==> src/rtl/core/lbcs_pkg.sv <==
// Types, constants and helper functions of the long bracket comment scanner.
`default_nettype none
package lbcs_pkg;

   localparam int unsigned CH_W      = 21;
   localparam int unsigned LEN_W     = 16;
   localparam int unsigned LVL_W     = 8;
   localparam int unsigned KW_W      = 3;
   localparam int unsigned REQ_DW    = 24;
   localparam int unsigned REQ_UW    = 2;
   localparam int unsigned RSP_DW    = 40;
   localparam int unsigned Q_DEPTH   = 4;
   localparam int unsigned Q_PTR_W   = 2;
   localparam int unsigned Q_CNT_W   = 3;

   localparam logic [LEN_W-1:0] LEN_CAP   = 16'hFFFF;
   localparam logic [LVL_W-1:0] MAX_LEVEL = 8'd255;
   localparam logic [KW_W-1:0]  KW_LEN    = 3'd5;

   // ASCII code points of interest
   localparam logic [CH_W-1:0] CH_TAB    = 21'd9;
   localparam logic [CH_W-1:0] CH_NL     = 21'd10;
   localparam logic [CH_W-1:0] CH_CR     = 21'd13;
   localparam logic [CH_W-1:0] CH_SPACE  = 21'd32;
   localparam logic [CH_W-1:0] CH_DASH   = 21'd45;
   localparam logic [CH_W-1:0] CH_EQ     = 21'd61;
   localparam logic [CH_W-1:0] CH_LBRACK = 21'd91;
   localparam logic [CH_W-1:0] CH_RBRACK = 21'd93;
   localparam logic [CH_W-1:0] CH_UNDER  = 21'd95;
   localparam logic [CH_W-1:0] CH_C      = 21'd99;
   localparam logic [CH_W-1:0] CH_N      = 21'd110;
   localparam logic [CH_W-1:0] CH_O      = 21'd111;
   localparam logic [CH_W-1:0] CH_S      = 21'd115;
   localparam logic [CH_W-1:0] CH_T      = 21'd116;

   // token kinds as reported
   localparam logic [1:0] KIND_COMMENT = 2'd0;
   localparam logic [1:0] KIND_STRING  = 2'd1;
   localparam logic [1:0] KIND_CONST   = 2'd2;

   // allow bit positions
   localparam int unsigned AL_COMMENT = 0;
   localparam int unsigned AL_STRING  = 1;
   localparam int unsigned AL_CONST   = 2;

   typedef enum logic [3:0] {
      CC_OTHER,
      CC_WS,
      CC_NL,
      CC_IDENT,
      CC_DASH,
      CC_LBRACK,
      CC_RBRACK,
      CC_EQ,
      CC_EOF,
      CC_C,
      CC_O,
      CC_N,
      CC_S,
      CC_T
   } char_class_type;

   typedef enum logic [4:0] {
      PH_IDLE,
      PH_WS,
      PH_DASH1,
      PH_DASH2,
      PH_LINE,
      PH_OPEN_EQ,
      PH_BODY,
      PH_CLOSE_EQ,
      PH_KW,
      PH_KW_AFTER,
      PH_KW_WS
   } phase_type;

   // one classified beat as it travels through the queue
   typedef struct packed {
      logic           first;
      logic [2:0]     allow;
      char_class_type cls;
   } lbcs_item_type;

   // expected class of keyword letter at a position of "const"
   function automatic char_class_type kw_expect(input logic [KW_W-1:0] idx);
      char_class_type r;
      case (idx)
         3'd0:    r = CC_C;
         3'd1:    r = CC_O;
         3'd2:    r = CC_N;
         3'd3:    r = CC_S;
         3'd4:    r = CC_T;
         default: r = CC_OTHER;
      endcase
      return r;
   endfunction

   function automatic logic [LEN_W-1:0] inc_len(input logic [LEN_W-1:0] v);
      return (v < LEN_CAP) ? LEN_W'(v + 1'b1) : LEN_CAP;
   endfunction

   function automatic logic [LVL_W-1:0] inc_lvl(input logic [LVL_W-1:0] v);
      return (v < MAX_LEVEL) ? LVL_W'(v + 1'b1) : MAX_LEVEL;
   endfunction

   function automatic logic is_ws_cls(input char_class_type c);
      return (c == CC_WS) || (c == CC_NL);
   endfunction

   function automatic logic is_ident_cls(input char_class_type c);
      return (c == CC_IDENT) || (c == CC_C) || (c == CC_O) || (c == CC_N) ||
             (c == CC_S) || (c == CC_T);
   endfunction

endpackage
`default_nettype wire

==> src/rtl/core/long_bracket_comment_scanner.sv <==
// Top level of the long bracket comment scanner.
`default_nettype none
// Recognizes one token per scan from a stream of code points: a line or leveled
// block comment, a leveled long string, or the contextual keyword const. A beat
// with first set starts a scan and samples the allow bits; leading ASCII
// whitespace is counted. Each scan ends with one result beat (accept flag,
// kind, skip count, token length; all zero on reject), taken from the beat that
// decides it after the queue; a new first beat drops a running scan with no
// result. Throughput is one beat per cycle: the front end classifies each code
// point into a four-entry queue, and the back end state machine takes one queue
// entry per cycle whenever its result register is empty or being drained.
module long_bracket_comment_scanner (
   input  wire logic                        clock,
   input  wire logic                        reset,
   input  wire logic                        req_tvalid,
   output logic                             req_tready,
   // allow_comment, allow_long_string, allow_const, ch[20:0]
   input  wire logic [lbcs_pkg::REQ_DW-1:0] req_tdata,
   // first, at_end
   input  wire logic [lbcs_pkg::REQ_UW-1:0] req_tuser,
   output logic                             rsp_tvalid,
   input  wire logic                        rsp_tready,
   // accepted, token_kind[1:0], skipped[15:0], token_length[15:0], zero pad
   output logic [lbcs_pkg::RSP_DW-1:0]      rsp_tdata
);
   import lbcs_pkg::*;

   lbcs_item_type push_item, head_item;
   logic          q_ready, q_push, q_valid, q_pop;

   lbcs_front u_front (
      .req_tvalid (req_tvalid),
      .req_tready (req_tready),
      .req_tdata  (req_tdata),
      .req_tuser  (req_tuser),
      .q_ready    (q_ready),
      .q_push     (q_push),
      .q_item     (push_item)
   );

   lbcs_queue u_queue (
      .clock     (clock),
      .reset     (reset),
      .push      (q_push),
      .push_item (push_item),
      .not_full  (q_ready),
      .pop       (q_pop),
      .not_empty (q_valid),
      .head_item (head_item)
   );

   lbcs_back u_back (
      .clock      (clock),
      .reset      (reset),
      .q_valid    (q_valid),
      .q_item     (head_item),
      .q_pop      (q_pop),
      .rsp_tvalid (rsp_tvalid),
      .rsp_tready (rsp_tready),
      .rsp_tdata  (rsp_tdata)
   );

endmodule
`default_nettype wire

==> src/rtl/core/lbcs_front.sv <==
// Front end: takes request beats and reduces each code point to a character class.
`default_nettype none
module lbcs_front (
   input  wire logic                        req_tvalid,
   output logic                             req_tready,
   input  wire logic [lbcs_pkg::REQ_DW-1:0] req_tdata,
   input  wire logic [lbcs_pkg::REQ_UW-1:0] req_tuser,
   input  wire logic                        q_ready,
   output logic                             q_push,
   output lbcs_pkg::lbcs_item_type          q_item
);
   import lbcs_pkg::*;

   logic [CH_W-1:0] ch;
   logic            at_end;
   char_class_type  cls;

   assign ch     = req_tdata[REQ_DW-1:3];
   assign at_end = req_tuser[1];

   // character classification, end of file overrides the code point
   always_comb begin
      if (at_end) begin
         cls = CC_EOF;
      end else if (ch == CH_NL) begin
         cls = CC_NL;
      end else if ((ch >= CH_TAB && ch <= CH_CR) || ch == CH_SPACE) begin
         cls = CC_WS;
      end else if (ch == CH_DASH) begin
         cls = CC_DASH;
      end else if (ch == CH_LBRACK) begin
         cls = CC_LBRACK;
      end else if (ch == CH_RBRACK) begin
         cls = CC_RBRACK;
      end else if (ch == CH_EQ) begin
         cls = CC_EQ;
      end else if (ch == CH_C) begin
         cls = CC_C;
      end else if (ch == CH_O) begin
         cls = CC_O;
      end else if (ch == CH_N) begin
         cls = CC_N;
      end else if (ch == CH_S) begin
         cls = CC_S;
      end else if (ch == CH_T) begin
         cls = CC_T;
      end else if ((ch >= 21'd97 && ch <= 21'd122) || (ch >= 21'd65 && ch <= 21'd90) ||
                   (ch >= 21'd48 && ch <= 21'd57) || ch == CH_UNDER) begin
         cls = CC_IDENT;
      end else begin
         cls = CC_OTHER;
      end
   end

   assign q_item.first = req_tuser[0];
   assign q_item.allow = req_tdata[2:0];
   assign q_item.cls   = cls;
   assign q_push       = req_tvalid & q_ready;
   assign req_tready   = q_ready;

endmodule
`default_nettype wire

==> src/rtl/core/lbcs_queue.sv <==
// Small FIFO of classified beats between front end and back end.
`default_nettype none
module lbcs_queue (
   input  wire logic                    clock,
   input  wire logic                    reset,
   input  wire logic                    push,
   input  wire lbcs_pkg::lbcs_item_type push_item,
   output logic                         not_full,
   input  wire logic                    pop,
   output logic                         not_empty,
   output lbcs_pkg::lbcs_item_type      head_item
);
   import lbcs_pkg::*;

   lbcs_item_type        slot_ff [Q_DEPTH];
   logic [Q_PTR_W-1:0]   wr_ptr_ff, wr_ptr_in;
   logic [Q_PTR_W-1:0]   rd_ptr_ff, rd_ptr_in;
   logic [Q_CNT_W-1:0]   count_ff, count_in;
   logic                 do_push, do_pop;

   assign not_full  = (count_ff != Q_CNT_W'(Q_DEPTH));
   assign not_empty = (count_ff != '0);
   assign do_push   = push & not_full;
   assign do_pop    = pop & not_empty;
   assign head_item = slot_ff[rd_ptr_ff];

   // pointer and occupancy update
   always_comb begin
      wr_ptr_in = do_push ? Q_PTR_W'(wr_ptr_ff + 1'b1) : wr_ptr_ff;
      rd_ptr_in = do_pop  ? Q_PTR_W'(rd_ptr_ff + 1'b1) : rd_ptr_ff;
      count_in  = count_ff;
      if (do_push && !do_pop) begin
         count_in = Q_CNT_W'(count_ff + 1'b1);
      end else if (do_pop && !do_push) begin
         count_in = Q_CNT_W'(count_ff - 1'b1);
      end
   end

   always_ff @(posedge clock) begin
      if (reset) begin
         wr_ptr_ff <= '0;
         rd_ptr_ff <= '0;
         count_ff  <= '0;
      end else begin
         wr_ptr_ff <= wr_ptr_in;
         rd_ptr_ff <= rd_ptr_in;
         count_ff  <= count_in;
      end
   end

   // storage, no reset needed
   always_ff @(posedge clock) begin
      if (do_push) begin
         slot_ff[wr_ptr_ff] <= push_item;
      end
   end

endmodule
`default_nettype wire

==> src/rtl/core/lbcs_back.sv <==
// Back end: token state machine over classified beats, with the result register.
`default_nettype none
module lbcs_back (
   input  wire logic                        clock,
   input  wire logic                        reset,
   input  wire logic                        q_valid,
   input  wire lbcs_pkg::lbcs_item_type     q_item,
   output logic                             q_pop,
   output logic                             rsp_tvalid,
   input  wire logic                        rsp_tready,
   output logic [lbcs_pkg::RSP_DW-1:0]      rsp_tdata
);
   import lbcs_pkg::*;

   phase_type          phase_ff, phase_in, cur_phase;
   logic [2:0]         allowed_ff, allowed_in;
   logic [LVL_W-1:0]   open_ff, open_in;
   logic [LVL_W-1:0]   close_ff, close_in;
   logic [KW_W-1:0]    kw_ff, kw_in;
   logic [LEN_W-1:0]   skip_ff, skip_in;
   logic [LEN_W-1:0]   len_ff, len_in;
   logic [1:0]         bk_ff, bk_in;
   logic               rsp_valid_ff, rsp_valid_in;
   logic [RSP_DW-1:0]  rsp_data_ff, rsp_data_in;

   logic               step;
   logic               emit, emit_ok;
   logic [1:0]         emit_kind;
   logic               do_line, do_body;
   char_class_type     cls;

   assign cls   = q_item.cls;
   assign step  = q_valid & (~rsp_valid_ff | rsp_tready);
   assign q_pop = step;

   // next state and result for one beat
   always_comb begin
      phase_in   = phase_ff;
      allowed_in = allowed_ff;
      open_in    = open_ff;
      close_in   = close_ff;
      kw_in      = kw_ff;
      skip_in    = skip_ff;
      len_in     = len_ff;
      bk_in      = bk_ff;
      emit       = 1'b0;
      emit_ok    = 1'b0;
      emit_kind  = KIND_COMMENT;
      do_line    = 1'b0;
      do_body    = 1'b0;
      cur_phase  = phase_ff;

      if (step) begin
         // a first beat restarts the scan
         if (q_item.first) begin
            allowed_in = q_item.allow;
            open_in    = '0;
            close_in   = '0;
            kw_in      = '0;
            skip_in    = '0;
            len_in     = '0;
            bk_in      = KIND_COMMENT;
            if (q_item.allow == 3'b000) begin
               cur_phase = PH_IDLE;
               emit      = 1'b1;
            end else begin
               cur_phase = PH_WS;
            end
         end
         phase_in = cur_phase;

         unique case (cur_phase)
            PH_IDLE: begin
            end
            PH_WS: begin
               if (is_ws_cls(cls)) begin
                  skip_in = inc_len(skip_in);
               end else if (allowed_in[AL_COMMENT] && cls == CC_DASH) begin
                  len_in   = inc_len(len_in);
                  phase_in = PH_DASH1;
               end else if (allowed_in[AL_STRING] && cls == CC_LBRACK) begin
                  len_in   = inc_len(len_in);
                  bk_in    = KIND_STRING;
                  open_in  = '0;
                  phase_in = PH_OPEN_EQ;
               end else if (allowed_in[AL_CONST] && cls == CC_C) begin
                  len_in   = inc_len(len_in);
                  kw_in    = 3'd1;
                  phase_in = PH_KW;
               end else begin
                  emit = 1'b1;
               end
            end
            PH_DASH1: begin
               if (cls != CC_DASH) begin
                  emit = 1'b1;
               end else begin
                  len_in   = inc_len(len_in);
                  phase_in = PH_DASH2;
               end
            end
            PH_DASH2: begin
               if (cls == CC_LBRACK) begin
                  len_in   = inc_len(len_in);
                  bk_in    = KIND_COMMENT;
                  open_in  = '0;
                  phase_in = PH_OPEN_EQ;
               end else begin
                  do_line = 1'b1;
               end
            end
            PH_LINE: begin
               do_line = 1'b1;
            end
            PH_OPEN_EQ: begin
               if (cls == CC_EQ) begin
                  open_in = inc_lvl(open_in);
                  len_in  = inc_len(len_in);
               end else if (cls == CC_LBRACK) begin
                  len_in   = inc_len(len_in);
                  phase_in = PH_BODY;
               end else if (bk_in == KIND_COMMENT) begin
                  do_line = 1'b1;
               end else begin
                  emit = 1'b1;
               end
            end
            PH_BODY: begin
               do_body = 1'b1;
            end
            PH_CLOSE_EQ: begin
               if (cls == CC_EQ) begin
                  close_in = inc_lvl(close_in);
                  len_in   = inc_len(len_in);
               end else if (cls == CC_RBRACK && close_in == open_in) begin
                  len_in    = inc_len(len_in);
                  emit      = 1'b1;
                  emit_ok   = 1'b1;
                  emit_kind = bk_in;
               end else begin
                  do_body = 1'b1;
               end
            end
            PH_KW: begin
               if (kw_in >= KW_LEN || cls != kw_expect(kw_in)) begin
                  emit = 1'b1;
               end else begin
                  len_in = inc_len(len_in);
                  kw_in  = KW_W'(kw_in + 1'b1);
                  if (kw_in >= KW_LEN) begin
                     phase_in = PH_KW_AFTER;
                  end
               end
            end
            PH_KW_AFTER: begin
               // whitespace must separate the keyword from what follows
               if (is_ws_cls(cls)) begin
                  phase_in = PH_KW_WS;
               end else begin
                  emit = 1'b1;
               end
            end
            PH_KW_WS: begin
               if (is_ident_cls(cls)) begin
                  emit      = 1'b1;
                  emit_ok   = 1'b1;
                  emit_kind = KIND_CONST;
               end else if (!is_ws_cls(cls)) begin
                  emit = 1'b1;
               end
            end
            default: begin
               phase_in = PH_IDLE;
            end
         endcase

         // line comment body, also entered from the dash and open states
         if (do_line) begin
            if (cls == CC_EOF || cls == CC_NL) begin
               emit      = 1'b1;
               emit_ok   = 1'b1;
               emit_kind = KIND_COMMENT;
            end else begin
               len_in   = inc_len(len_in);
               phase_in = PH_LINE;
            end
         end

         // long bracket body, also re-entered from a failed close
         if (do_body) begin
            if (cls == CC_EOF) begin
               emit      = 1'b1;
               emit_ok   = 1'b1;
               emit_kind = bk_in;
            end else begin
               len_in = inc_len(len_in);
               if (cls == CC_RBRACK) begin
                  close_in = '0;
                  phase_in = PH_CLOSE_EQ;
               end else begin
                  phase_in = PH_BODY;
               end
            end
         end

         if (emit) begin
            phase_in = PH_IDLE;
         end
      end
   end

   // result register
   always_comb begin
      rsp_valid_in = rsp_valid_ff;
      rsp_data_in  = rsp_data_ff;
      if (step && emit) begin
         rsp_valid_in = 1'b1;
         rsp_data_in  = emit_ok ? {5'b00000, len_in, skip_in, emit_kind, 1'b1} : '0;
      end else if (rsp_tready) begin
         rsp_valid_in = 1'b0;
      end
   end

   always_ff @(posedge clock) begin
      if (reset) begin
         phase_ff     <= PH_IDLE;
         allowed_ff   <= '0;
         open_ff      <= '0;
         close_ff     <= '0;
         kw_ff        <= '0;
         skip_ff      <= '0;
         len_ff       <= '0;
         bk_ff        <= KIND_COMMENT;
         rsp_valid_ff <= 1'b0;
      end else begin
         phase_ff     <= phase_in;
         allowed_ff   <= allowed_in;
         open_ff      <= open_in;
         close_ff     <= close_in;
         kw_ff        <= kw_in;
         skip_ff      <= skip_in;
         len_ff       <= len_in;
         bk_ff        <= bk_in;
         rsp_valid_ff <= rsp_valid_in;
      end
   end

   always_ff @(posedge clock) begin
      rsp_data_ff <= rsp_data_in;
   end

   assign rsp_tvalid = rsp_valid_ff;
   assign rsp_tdata  = rsp_data_ff;

endmodule
`default_nettype wire

==> config.mk <==
export PLATFORM = sky130hd
export DESIGN_NAME = long_bracket_comment_scanner
export DESIGN_NICKNAME = d
export VERILOG_FILES = /design/src/rtl/core/lbcs_pkg.sv /design/src/rtl/core/long_bracket_comment_scanner.sv /design/src/rtl/core/lbcs_front.sv /design/src/rtl/core/lbcs_queue.sv /design/src/rtl/core/lbcs_back.sv
export SDC_FILE = /design/constraint.sdc
export NUM_CORES = 1
export LEC_CHECK = 0
export ABC_CLOCK_PERIOD_IN_PS = 8900
export BUFFER_PORTS_ARGS = -buffer_cell sky130_fd_sc_hd__buf_2
export CAP_MARGIN = 25
export CORE_UTILIZATION = 60
export DETAILED_ROUTE_END_ITERATION = 12
export PLACE_DENSITY = 0.83
export SYNTH_ARGS = -nofsm -noshare
export SYNTH_HDL_FRONTEND = slang
export SYNTH_HIERARCHICAL = 1
export SYNTH_SLANG_ARGS = --single-unit
==> constraint.sdc <==
create_clock -name clock -period 8.9 [get_ports clock]
set_input_delay 0.89 -clock clock [delete_from_list [all_inputs] [get_ports clock]]
set_output_delay 0.89 -clock clock [all_outputs]
set_load 0.05 [all_outputs]
==> impl_results.md, run 1 <==
* Slew Limit Fails at 0
* FILL cells at about 1300
* Via count at a little under 10000
* Clk slew on worst S/H paths at 0.06 ns
* Initial DRC Count at ~1200
* H-tree Lvls at 4
* Startpoint class of the critical path: register
* Setup Buffers After CTS at 0
* Unique masters post-synth at approximately 110
* Power Density at approximately 300 nW/um^2
* Vias in the first global route at 8713
* Cts bufs inserted at 17
* # hold bufs at CTS at 0
* Worst skew pair latency at 0.42 ns
* Slew headroom at 34.79%
* Final Instance Area at approximately 11000 um^2
* Area of the multi-input gates at around 6000 um^2
* Clock sinks at about 140
* Post-DP HPWL at 19.21 mm
* Final Setup Violations at 0
* NumNets Final at roughly 1300
* Worst Hold Class: reg2reg
* Drc violations at 0
* Worst Path Required at slightly above 9 ns
* Clock Tree Buf Depth at 2
* I/O pin total at slightly above 70
* Share of cells above drive strength 1 at between 10% and 20%
* Sequential cell area fraction in the yosys report at 34.64%
* Fmax at 140.9 MHz
* I/O Buffers at 66
* Gr usage total at about a third
* TritonRoute pass-1 iters at 6
* Post-synth EDFFs at 67
* Post-Place Cell Area at 10210 um^2
* Vias/cell at a little under 7
* Final ANT Viol Nets at 0
* Cell Area, Synth at 9912 um^2
* Status: completed
* Max Cap Viol at 0
* Synth Instances at roughly 1200
* Die H at approximately 130 um
* Ys async rst share at 0%
* Total power at around 3.4 mW
* TritonCTS clock tree: built
* Chip width at ~130 um
* Clock Root Buffer: clkbuf_16
* WS Path Type: reg2reg
* Synth Flop Type: dfxtp_1
* CP Data Arrival Time at 7.37 ns
* Post-Route WL at 27.85 mm
* Initial antenna violation count at 0
* Core area at around 16000 um^2
* Leading area contributor after synthesis: edfxtp_1
* Yosys top cell area share at between 20 and 25%
* Initial cell density of the core at between 60 and 70%
* Least-Margin Pin Slew at 0.9758 ns
* Antenna cells at 0
* Row count at between 40 and 50
* PostCTS Resize Cnt at 0
* Leakage at between 3 and 4 nW
* Final hold violations at 0
* GP Congestion at between 0.9 and 1
* GRT overflow at 0
* Pre-CTS WS at 1.992 ns
* Min Tclk post-route at between 7 and 8 ns
* YS warnings at 6
* Post-DR wirelength/cell at 19.38 um
* Area taken by flip-flops and latches at about 3400 um^2
* Syn avg cell area at 8.315 um^2
* CP max FO at 28
* Yosys reg bits at roughly 140
* Crit end category: register
* RSZ-0062 raised after global routing: false
* Final Cycle Share at about four fifths
* Synth area leaders: edfxtp_1 (20%), dfxtp_1 (14%), a21oi_1 (5.1%), nor2_1 (5.0%), nand2_1 (4.1%)
* Die area at between 15000 and 20000 um^2
* Fin worst setup slack at between 1.5 and 2 ns
* Synth-to-Final Area Change at 9.632%
* Largest net degree at the start of global routing at 74
* VDD IR max at between 0.0002 and 0.0003 V
* Setup TNS at 0 ns
* Hold path start: u_back/bk_ff[0]
* Clock Skews at ~0.0091 ns
* First-pass GRT wire length at approximately 43 mm
==> critical path, stage by stage (launching register included) <==
cell      delay (ns)
dfxtp_1         0.65
mux4_2          0.88
nor2_1          0.41
ha_1            0.31
nand2_1         0.10
nor4_2          0.40
nand3_1         0.51
a21o_1          0.31
a31o_2          0.21
o211ai_1        0.24
nand4_1         0.40
nor4_1          0.52
nor3_1          0.08
a21oi_1         0.24
ha_1            0.21
nand2_1         0.15
or3_1           0.46
o41a_4          0.48
nor2b_1         0.21
nor2_1          0.13
==> area by class of cell <==
class	instances	share of cell area, %
clock inverter	9	1.197
clock buffer	23	4.790
multi-input combinational	948	55.07
inverter	24	0.8290
tap	216	2.487
sequential	138	31.59
timing repair buffer	79	4.030
==> report_power, final <==
group / switching (mW) / internal, mW / leakage, nW
clock: 0.268 / 0.496 / 0.311
combinational: 1.12 / 0.466 / 2.28
sequential: 0.155 / 0.859 / 1.21
==> synth_stat cells (11+ instances only) <==
master and number:
nor2_1 133, nand2_1 108, a21oi_1 101, dfxtp_1 71
edfxtp_1 67, clkbuf_1 51, o21ai_0 49, nand3_1 44
nor3_1 41, xnor2_1 36, nor2b_1 35, and3_1 25
inv_1 24, nor4_1 23, a31oi_1 18, and2_1 18
nand2b_1 18, a211oi_1 17, nand4_1 16, buf_4 13
or3_1 13, xor2_1 13, buf_2 12, ha_1 11
==> cell families after synthesis <==
kind of cell / count (synthesis) / share of synthesized area (%)
multiplexers: 20 / 3.143
AO/OA/AOI/OAI: 303 / 20.94
flip-flops: 138 / 34.64
AND/OR/NAND/NOR: 559 / 30.09
adder cells (fa/ha/maj): 12 / 1.590
XOR/XNOR: 49 / 4.330
buffers and inverters: 110 / 5.226
other: 1 / 0.03783
==> placed cells by master, fill, tap and decap left out, types with 19 or more instances in the layout <==
| cell | synthesis | layout |
|---|---|---|
| nor2_1 | 133 | 132 |
| nand2_1 | 108 | 108 |
| a21oi_1 | 101 | 101 |
| dfxtp_1 | 71 | 71 |
| buf_2 | 12 | 67 |
| edfxtp_1 | 67 | 67 |
| o21ai_0 | 49 | 49 |
| nand3_1 | 44 | 44 |
| nor3_1 | 41 | 41 |
| xnor2_1 | 36 | 36 |
| nor2b_1 | 35 | 35 |
| and3_1 | 25 | 25 |
| inv_1 | 24 | 24 |
| nor4_1 | 23 | 23 |
| clkbuf_16 | 0 | 19 |
==> path summary, 6_finish.rpt <==
kind | slack (ns) | cells after the start | endpoint
worst max register to register | 1.80 | 19 | u_back/rsp_tdata[25]
worst max-delay path | 1.80 | 19 | u_back/rsp_tdata[25]
worst min register to register | 0.47 | 2 | u_back/bk_ff[0]
worst min-delay path | 0.47 | 2 | u_back/bk_ff[0]
==> stage by stage <==
stage / hold WS, ns / util [%] / cells
global placement: 0.4423 / 63.77 / 1403
detailed placement: 0.4506 / 63.80 / 1404
floorplan: 0.4338 / - / 1196
finish: 0.4726 / 67.92 / 1437
global route: 0.4879 / 67.92 / 1437
CTS: 0.4770 / 67.87 / 1436
==> state kept, by name (all words and copies together), names as in the netlist, 3 cells and up, named ones only <==
| register | cells |
|---|---|
| u_back/rsp_tdata | 35 |
| u_queue/slot_ff | 32 |
| u_back/len_ff | 16 |
| u_back/skip_ff | 16 |
| u_back/close_ff | 8 |
| u_back/open_ff | 8 |
| u_back/phase_ff | 5 |
| u_back/allowed_ff | 3 |
| u_back/kw_ff | 3 |
| u_queue/count_ff | 3 |
==> layer usage <==
metal  track usage, %  share of wire [%]  vias to the layer above
met3            5.456                9.2                       77
met4            14.00                2.5                        0
met2            53.44                 47                      583
li1                 -                  -                     4463
met1            42.24                 41                     4586
met5                0                  0                        -
No activity file was read; power rests on OpenSTA's default activity.
==> inputs of run 2 (changes only) <==
--- a/config.mk
+++ b/config.mk
@@ -5,12 +5,12 @@
 export SDC_FILE = /design/constraint.sdc
 export NUM_CORES = 1
 export LEC_CHECK = 0
-export ABC_CLOCK_PERIOD_IN_PS = 8900
+export ABC_CLOCK_PERIOD_IN_PS = 6050
 export BUFFER_PORTS_ARGS = -buffer_cell sky130_fd_sc_hd__buf_2
 export CAP_MARGIN = 25
-export CORE_UTILIZATION = 60
+export CORE_UTILIZATION = 56
 export DETAILED_ROUTE_END_ITERATION = 12
-export PLACE_DENSITY = 0.83
+export PLACE_DENSITY = 0.82
 export SYNTH_ARGS = -nofsm -noshare
 export SYNTH_HDL_FRONTEND = slang
 export SYNTH_HIERARCHICAL = 1
==> constraint.sdc (replaced) <==
create_clock -name clock -period 6.05 [get_ports clock]
set_input_delay 0.605 -clock clock [delete_from_list [all_inputs] [get_ports clock]]
set_output_delay 0.605 -clock clock [all_outputs]
set_load 0.05 [all_outputs]
==> impl_results.md, run 2 (synthesized netlist as in run 1, its figures left out) <==
* Status: completed
* Post-DP HPWL at 20.04 mm (+4.3%)
* Post-Route WL at 29.06 mm (+4.3%)
* Min Tclk post-route at 5.835 ns (-1.262 ns)
* Initial DRC Count at 1114 (-8.2%)
* P_sw at 2.338 mW (+52%)
* Leakage at 4.076 nW (+7.1%)
* Largest net degree at the start of global routing at 74 (unchanged)
* Clock sinks at 138 (unchanged)
* Power Density at 448.7 nW/um^2 (+45%)
* Switching Share at 45.83% (about the same)
* Sequential power share at 29.0% (-1.2 points)
* Slew headroom at 41.26% (+6.5 points)
* Most frequent cells in the layout: nor2_1 (132), nand2_1 (108), a21oi_1 (99)
* Vias/cell at 6.530 (-3.3%)
* Slew Limit Fails at 0 (unchanged)
* Gr usage total at 31.59% (-0.92 points)
* Comb pwr share at 49.3% (+2.2 points)
* Cts bufs inserted at 17 (unchanged)
* NumNets Final at 1299 (+3.9%)
* Final hold violations at 0 (unchanged)
* Fmax at 171.4 MHz (+22%)
* Met3 wire length at 2.556 mm (-0.66%)
* I/O pin total at 72 (unchanged)
* Worst Hold Class: in2reg
* GP Congestion at 1.032 (+5.1%)
* CP Data Arrival Time at 6.09 ns (-1.28 ns)
* Uppermost routed layer: met4
* Total power at 5.102 mW (+52%)
* Post-DR wirelength/cell at 19.44 um (+0.29%)
* Clock Tree Buf Depth at 2 (unchanged)
* Via count at 9763 (+0.56%)
* Final Instance Area at 11370 um^2 (+4.7%)
* Worst Path Required at 6.30 ns (-2.87 ns)
* Synth-to-Final Area Change at 14.73%
* Die H at 135.0 um (+3.5%)
* Worst skew pair latency at 0.43 ns (about the same)
* Chip width at 135.0 um (+3.5%)
* Drc violations at 0 (unchanged)
* Post-Place Cell Area at 10480 um^2 (+2.7%)
* Internal Power at 2.764 mW (+52%)
* GRT overflow at 0 (unchanged)
* Max Cap Viol at 0 (unchanged)
* Startpoint class of the critical path: register
* H-tree Lvls at 4 (unchanged)
* Share of cells above drive strength 1 at 18.19% (+4.6 points)
* I/O Buffers at 66 (unchanged)
* First-pass GRT wire length at 44.98 mm (+3.5%)
* Initial antenna violation count at 0 (unchanged)
* Die area at 18240 um^2 (+7.0%)
* Area of the multi-input gates at 6142 um^2 (+2.6%)
* TritonCTS clock tree: built
* VDD IR max at 0.0003432 V (+34%)
* Pre-CTS WS at 0.1050 ns (-1.887 ns)
* Max reg flops at 35 (unchanged)
* CP max FO at 23 (-18%)
* Wl on met1 at 11.90 mm (+3.1%)
* Met2 WL at 13.62 mm (+4.5%)
* TritonRoute pass-1 iters at 6 (unchanged)
* Clock Root Buffer: clkbuf_16
* Clock power frac at 21.6% (-1.2 points)
* Final Setup Violations at 0 (unchanged)
* Clk slew on worst S/H paths at 0.07 ns (about the same)
* Commonest non-fill, non-tap cell in the layout: nor2_1
* Row count at 48 (+4.3%)
* Initial cell density of the core at 57.31% (-4.6 points)
* Vias in the first global route at 8781 (+0.78%)
* Area taken by flip-flops and latches at 3433 um^2 (unchanged)
* Fin worst setup slack at 0.2154 ns (-1.588 ns)
* Least-Margin Pin Slew at 0.8688 ns (-0.1070 ns)
* FILL cells at 1406 (+9.4%)
* Core area at 17300 um^2 (+8.1%)
* Final Cycle Share at 96.44% (+17 points)
* WS Path Type: reg2reg
* Clock Skews at 0.01660 ns (+0.007501 ns)
* # hold bufs at CTS at 0 (unchanged)
* Antenna cells at 0 (unchanged)
* Crit end category: register
* Final ANT Viol Nets at 0 (unchanged)
## run 2: changes by cell type in the layout (fill, tap and decap cells not counted), sizes merged
cell	change
buf	+46
bufinv	+1
clkbuf	-4
clkinv	+3
clkinvlp	+1
mux4	+2
## run 2: repair_timing
item                                    4_1_cts  5_1_grt
hold endpoints to repair                      0        0
gates resized for setup                       0       22
endpoints found under the setup margin        0       28
setup buffers                                 0        9
## run 2: routing by layer
layer	vias to the layer above	global-route usage, %
met2	552	51.80
met5	-	0
met3	91	7.282
li1	4572	-
met4	0	13.92
met1	4548	39.67
## run 2: power groups by stage
stage          Clock, mW  Combinational, mW  Sequential, mW
5_1_grt             1.15               2.68            1.50
6_report            1.10               2.52            1.48
3_3_place_gp           0               2.30            1.48
4_1_cts             1.12               2.35            1.47
2_1_floorplan          0               1.43            1.77
3_5_place_dp           0               2.33            1.48
## run 2: critical path: stages (launching register included)
cell      delay, ns
dfxtp_1        0.35
mux4_2         0.64
buf_4          0.26
nor4b_2        0.20
or2_4          0.29
o211ai_4       0.33
o21ai_4        0.21
or3_1          0.42
a222oi_1       0.52
inv_1          0.10
ha_1           0.25
nand3_1        0.16
a21o_2         0.26
nand4_1        0.16
nor4_1         0.17
o21ai_0        0.21
and2_1         0.23
o41a_4         0.58
and2_1         0.21
nor2_1         0.10
## run 2: metrics by stage
step	setup TNS, ns	cells	hold slack (ns)	util [%]
finish	0	1495	0.3916	65.75
CTS	0	1481	0.3809	64.20
global placement	0	1449	0.4455	60.59
global route	-0.09550	1495	0.3772	65.75
floorplan	0	1196	0.4338	-
detailed placement	0	1449	0.4504	60.59
## run 2: final timing paths
kind                            to  depth (start not counted)  slack [ns]            startpoint
min          u_queue/slot_ff[0][4]                          1        0.39          req_tdata[0]
max           u_back/rsp_tdata[23]                         19        0.22              register
min reg2reg   u_back/allowed_ff[0]                          2        0.46  u_back/allowed_ff[0]
max reg2reg   u_back/rsp_tdata[23]                         19        0.22              register
## run 2: cell type report
| cell class | instances | share of cell area, % |
|---|---|---|
| Timing Repair Buffer | 126 | 7.041 |
| Multi-Input combinational cell | 950 | 54.01 |
| Sequential cell | 138 | 30.19 |
| Inverter | 24 | 0.7922 |
| Clock inverter | 14 | 1.716 |
| Tap cell | 225 | 2.476 |
| Clock buffer | 18 | 3.774 |
==> inputs of run 3 (changes only) <==
--- a/config.mk
+++ b/config.mk
@@ -13,5 +13,4 @@
 export PLACE_DENSITY = 0.82
 export SYNTH_ARGS = -nofsm -noshare
 export SYNTH_HDL_FRONTEND = slang
-export SYNTH_HIERARCHICAL = 1
 export SYNTH_SLANG_ARGS = --single-unit
==> impl_results.md, run 3 <==
* Placed cells at 1417 (-2.2%)
* Die H at 133.2 um (-1.3%)
* Cts bufs inserted at 17 (unchanged)
* Most frequent cells in the layout: nor2_1 (138), nand2_1 (127), a21oi_1 (96)
* Post-Place Cell Area at 10320 um^2 (-1.5%)
* Crit end category: register
* Initial antenna violation count at 0 (unchanged)
* Worst skew pair latency at 0.43 ns (about the same)
* Sequential cell area fraction in the yosys report at 35.59% (+0.96 points)
* Synth Instances at 1165 (-2.3%)
* Gr usage total at 32.04% (+0.45 points)
* WHS Path Cells at 1 (unchanged)
* Leakage at 3.873 nW (-5.0%)
* Total power at 5.193 mW (+1.8%)
* GP Congestion at 1.003 (-2.8%)
* Clock Skews at 0.01296 ns (-0.003638 ns)
* Leading area contributor after synthesis: edfxtp_1
* Via count at 9564 (-2.0%)
* I/O pin total at 72 (unchanged)
* Complex-gate fraction of the synthesized area at 22.23% (+1.3 points)
* Power Density at 472.3 nW/um^2 (+5.3%)
* Row count at 47 (-2.1%)
* Final Instance Area at 10990 um^2 (-3.3%)
* Simple-gate portion of the synthesized area at 28.36% (-1.7 points)
* Worst Path Required at 6.30 ns (about the same)
* CP max FO at 31 (+35%)
* Clk slew on worst S/H paths at 0.06 ns (about the same)
* Initial DRC Count at 1096 (-1.6%)
* Initial cell density of the core at 57.75% (+0.45 points)
* Final ANT Viol Nets at 0 (unchanged)
* Ys async rst share at 0% (unchanged)
* NumNets Final at 1259 (-3.1%)
* Cell Area, Synth at 9646 um^2 (-2.7%)
* Largest net degree at the start of global routing at 72 (-2.7%)
* Vias/cell at 6.596 (+1.0%)
* Core area at 16700 um^2 (-3.4%)
* Synth area leaders: edfxtp_1 (21%), dfxtp_1 (15%), nor2_1 (5.4%), nand2_1 (5.1%), a21oi_1 (5.0%)
* Commonest non-fill, non-tap cell in the layout: nor2_1
* Fin cells at 1450 (-3.0%)
* Share of cells above drive strength 1 at 16.50% (-1.7 points)
* Clock Tree Buf Depth at 2 (unchanged)
* Count leader, synth: nor2_1
* Fin Hold WS at 0.3907 ns (-0.0008090 ns)
* Synth Area in XOR/XNOR at 4.268% (-0.062 points)
* Post-Route WL at 28.31 mm (-2.6%)
* Yosys reg bits at 138 (unchanged)
* Final hold violations at 0 (unchanged)
* Synth-to-Final Area Change at 13.98%
* Worst Hold Class: in2reg
* I/O Buffers at 66 (unchanged)
* Pre-CTS WS at 0.3252 ns (+0.2201 ns)
* TritonCTS clock tree: built
* Syn avg cell area at 8.279 um^2 (-0.43%)
* TritonRoute pass-1 iters at 6 (unchanged)
* Slew Limit Fails at 0 (unchanged)
* Antenna cells at 0 (unchanged)
* Reg2reg path depth at 23 (+4)
* Synth top cells by count: nor2_1 (139), nand2_1 (130), a21oi_1 (97)
* Synth Area in Adders at 1.634% (+0.044 points)
* H-tree Lvls at 4 (unchanged)
* Clock sinks at 138 (unchanged)
* Post-DP HPWL at 19.48 mm (-2.8%)
* VDD IR max at 0.0004042 V (+18%)
* Final Cycle Share at 94.03% (-2.4 points)
* WS Path Type: reg2reg
* Yosys top cell area share at 20.86% (+0.56 points)
* GRT overflow at 0 (unchanged)
* Largest family of logic cells by synthesized area: simple AND/OR/NAND/NOR gates
* Die area at 17750 um^2 (-2.6%)
* Max reg flops at 35 (unchanged)
* Unique masters post-synth at 101 (-6.5%)
* Startpoint class of the critical path: register
* Min Tclk post-route at 5.689 ns (-0.1461 ns)
* Drc violations at 0 (unchanged)
* Final Setup Violations at 0 (unchanged)
* RSZ-0062 raised after global routing: false
* First-pass GRT wire length at 45.33 mm (+0.77%)
* Post-synth EDFFs at 67 (unchanged)
* Reg2reg setup slack at 0.36 ns (+0.15 ns)
* Synth Flop Type: dfxtp_1
* CP Data Arrival Time at 5.94 ns (-0.15 ns)
* Fin util at 65.83% (+0.082 points)
* Status: completed
* Fmax at 175.8 MHz (+2.6%)
* Max Cap Viol at 0 (unchanged)
* Chip width at 133.2 um (-1.3%)
* Mux cell area share after synthesis at 3.515% (+0.37 points)
* Slew headroom at 29.78% (-11 points)
* Least-Margin Pin Slew at 1.051 ns (+0.1821 ns)
* Fin worst setup slack at 0.3614 ns (+0.1461 ns)
* Vias in the first global route at 8793 (+0.14%)
* Clock Root Buffer: clkbuf_16
* YS warnings at 0 (-6)
* Setup TNS at 0 ns (unchanged)
* Post-DR wirelength/cell at 19.53 um (+0.44%)
## run 3: changes by cell type in the layout (fill, tap and decap cells not counted), moves of 9 or more
cell,delta
nor2b_1,-20
xor2_1,+9
nor3_1,+14
nand2_1,+19
nand3_1,-13
xnor2_1,-11
buf_4,-17
## run 3: cell families after synthesis
logic type / Yosys count
AOI/OAI and AO/OA: 314
and+or+nand+nor: 530
DFF: 138
xor gates and xnor gates: 47
other: 1
muxes: 23
buffers and inverters: 100
adders and majority gates: 12
## run 3: final timing paths
kind	from	endpoint
worst min-delay path	req_tuser[0]	u_queue.slot_ff[0][7]
worst min register to register	u_back.skip_ff[1]	u_back.skip_ff[1]
worst max register to register	register	u_back.rsp_tdata[23]
worst max-delay path	register	u_back.rsp_tdata[23]
## run 3: critical path, stage by stage, from the launching register on
cell and delay, ns:
dfxtp_2 0.43, mux4_2 0.59, buf_12 0.20, or3_1 0.42, o22ai_1 0.30, nand2_1 0.18, and4_1 0.27, or2_2 0.36
inv_1 0.07, ha_1 0.17, o311a_4 0.21, a21bo_4 0.26, nor4_4 0.28, nand2_2 0.11, nand2_1 0.11, ha_2 0.19
nand2_1 0.09, nor3_2 0.15, o31ai_2 0.13, a21o_1 0.25, a21oi_2 0.23, a21oi_2 0.10, buf_4 0.21, a21oi_1 0.19
## run 3: power breakdown
part / internal [mW] / switching [mW] / total [mW] / leakage, nW
Sequential: 1.28 / 0.245 / 1.53 / 1.20
Combinational: 0.771 / 1.79 / 2.56 / 2.37
Clock: 0.702 / 0.405 / 1.11 / 0.299
Total: 2.76 / 2.44 / 5.19 / 3.87
## run 3: repair_timing
action                                  4_1_cts  5_1_grt
endpoints found under the setup margin        0       30
buffers inserted                              0        0
hold buffers                                  0        0
resized for setup                             0        7
## run 3: area by class of cell
type | count | area, um^2
Fill cell | 1406 | 5707
Inverter | 21 | 78.83
Timing Repair Buffer | 108 | 658.1
Multi-Input combinational cell | 931 | 5926
Clock buffer | 21 | 450.4
Tap cell | 220 | 275.3
Sequential cell | 138 | 3435
Clock inverter | 11 | 171.4
## run 3: metal layers
layer,GRT usage [%],share of wire (%),vias up
li1,-,-,4469
met1,41.15,41,4490
met2,53.07,48,514
met3,5.708,7.9,91
met4,13.57,3.3,0
met5,0,0,-
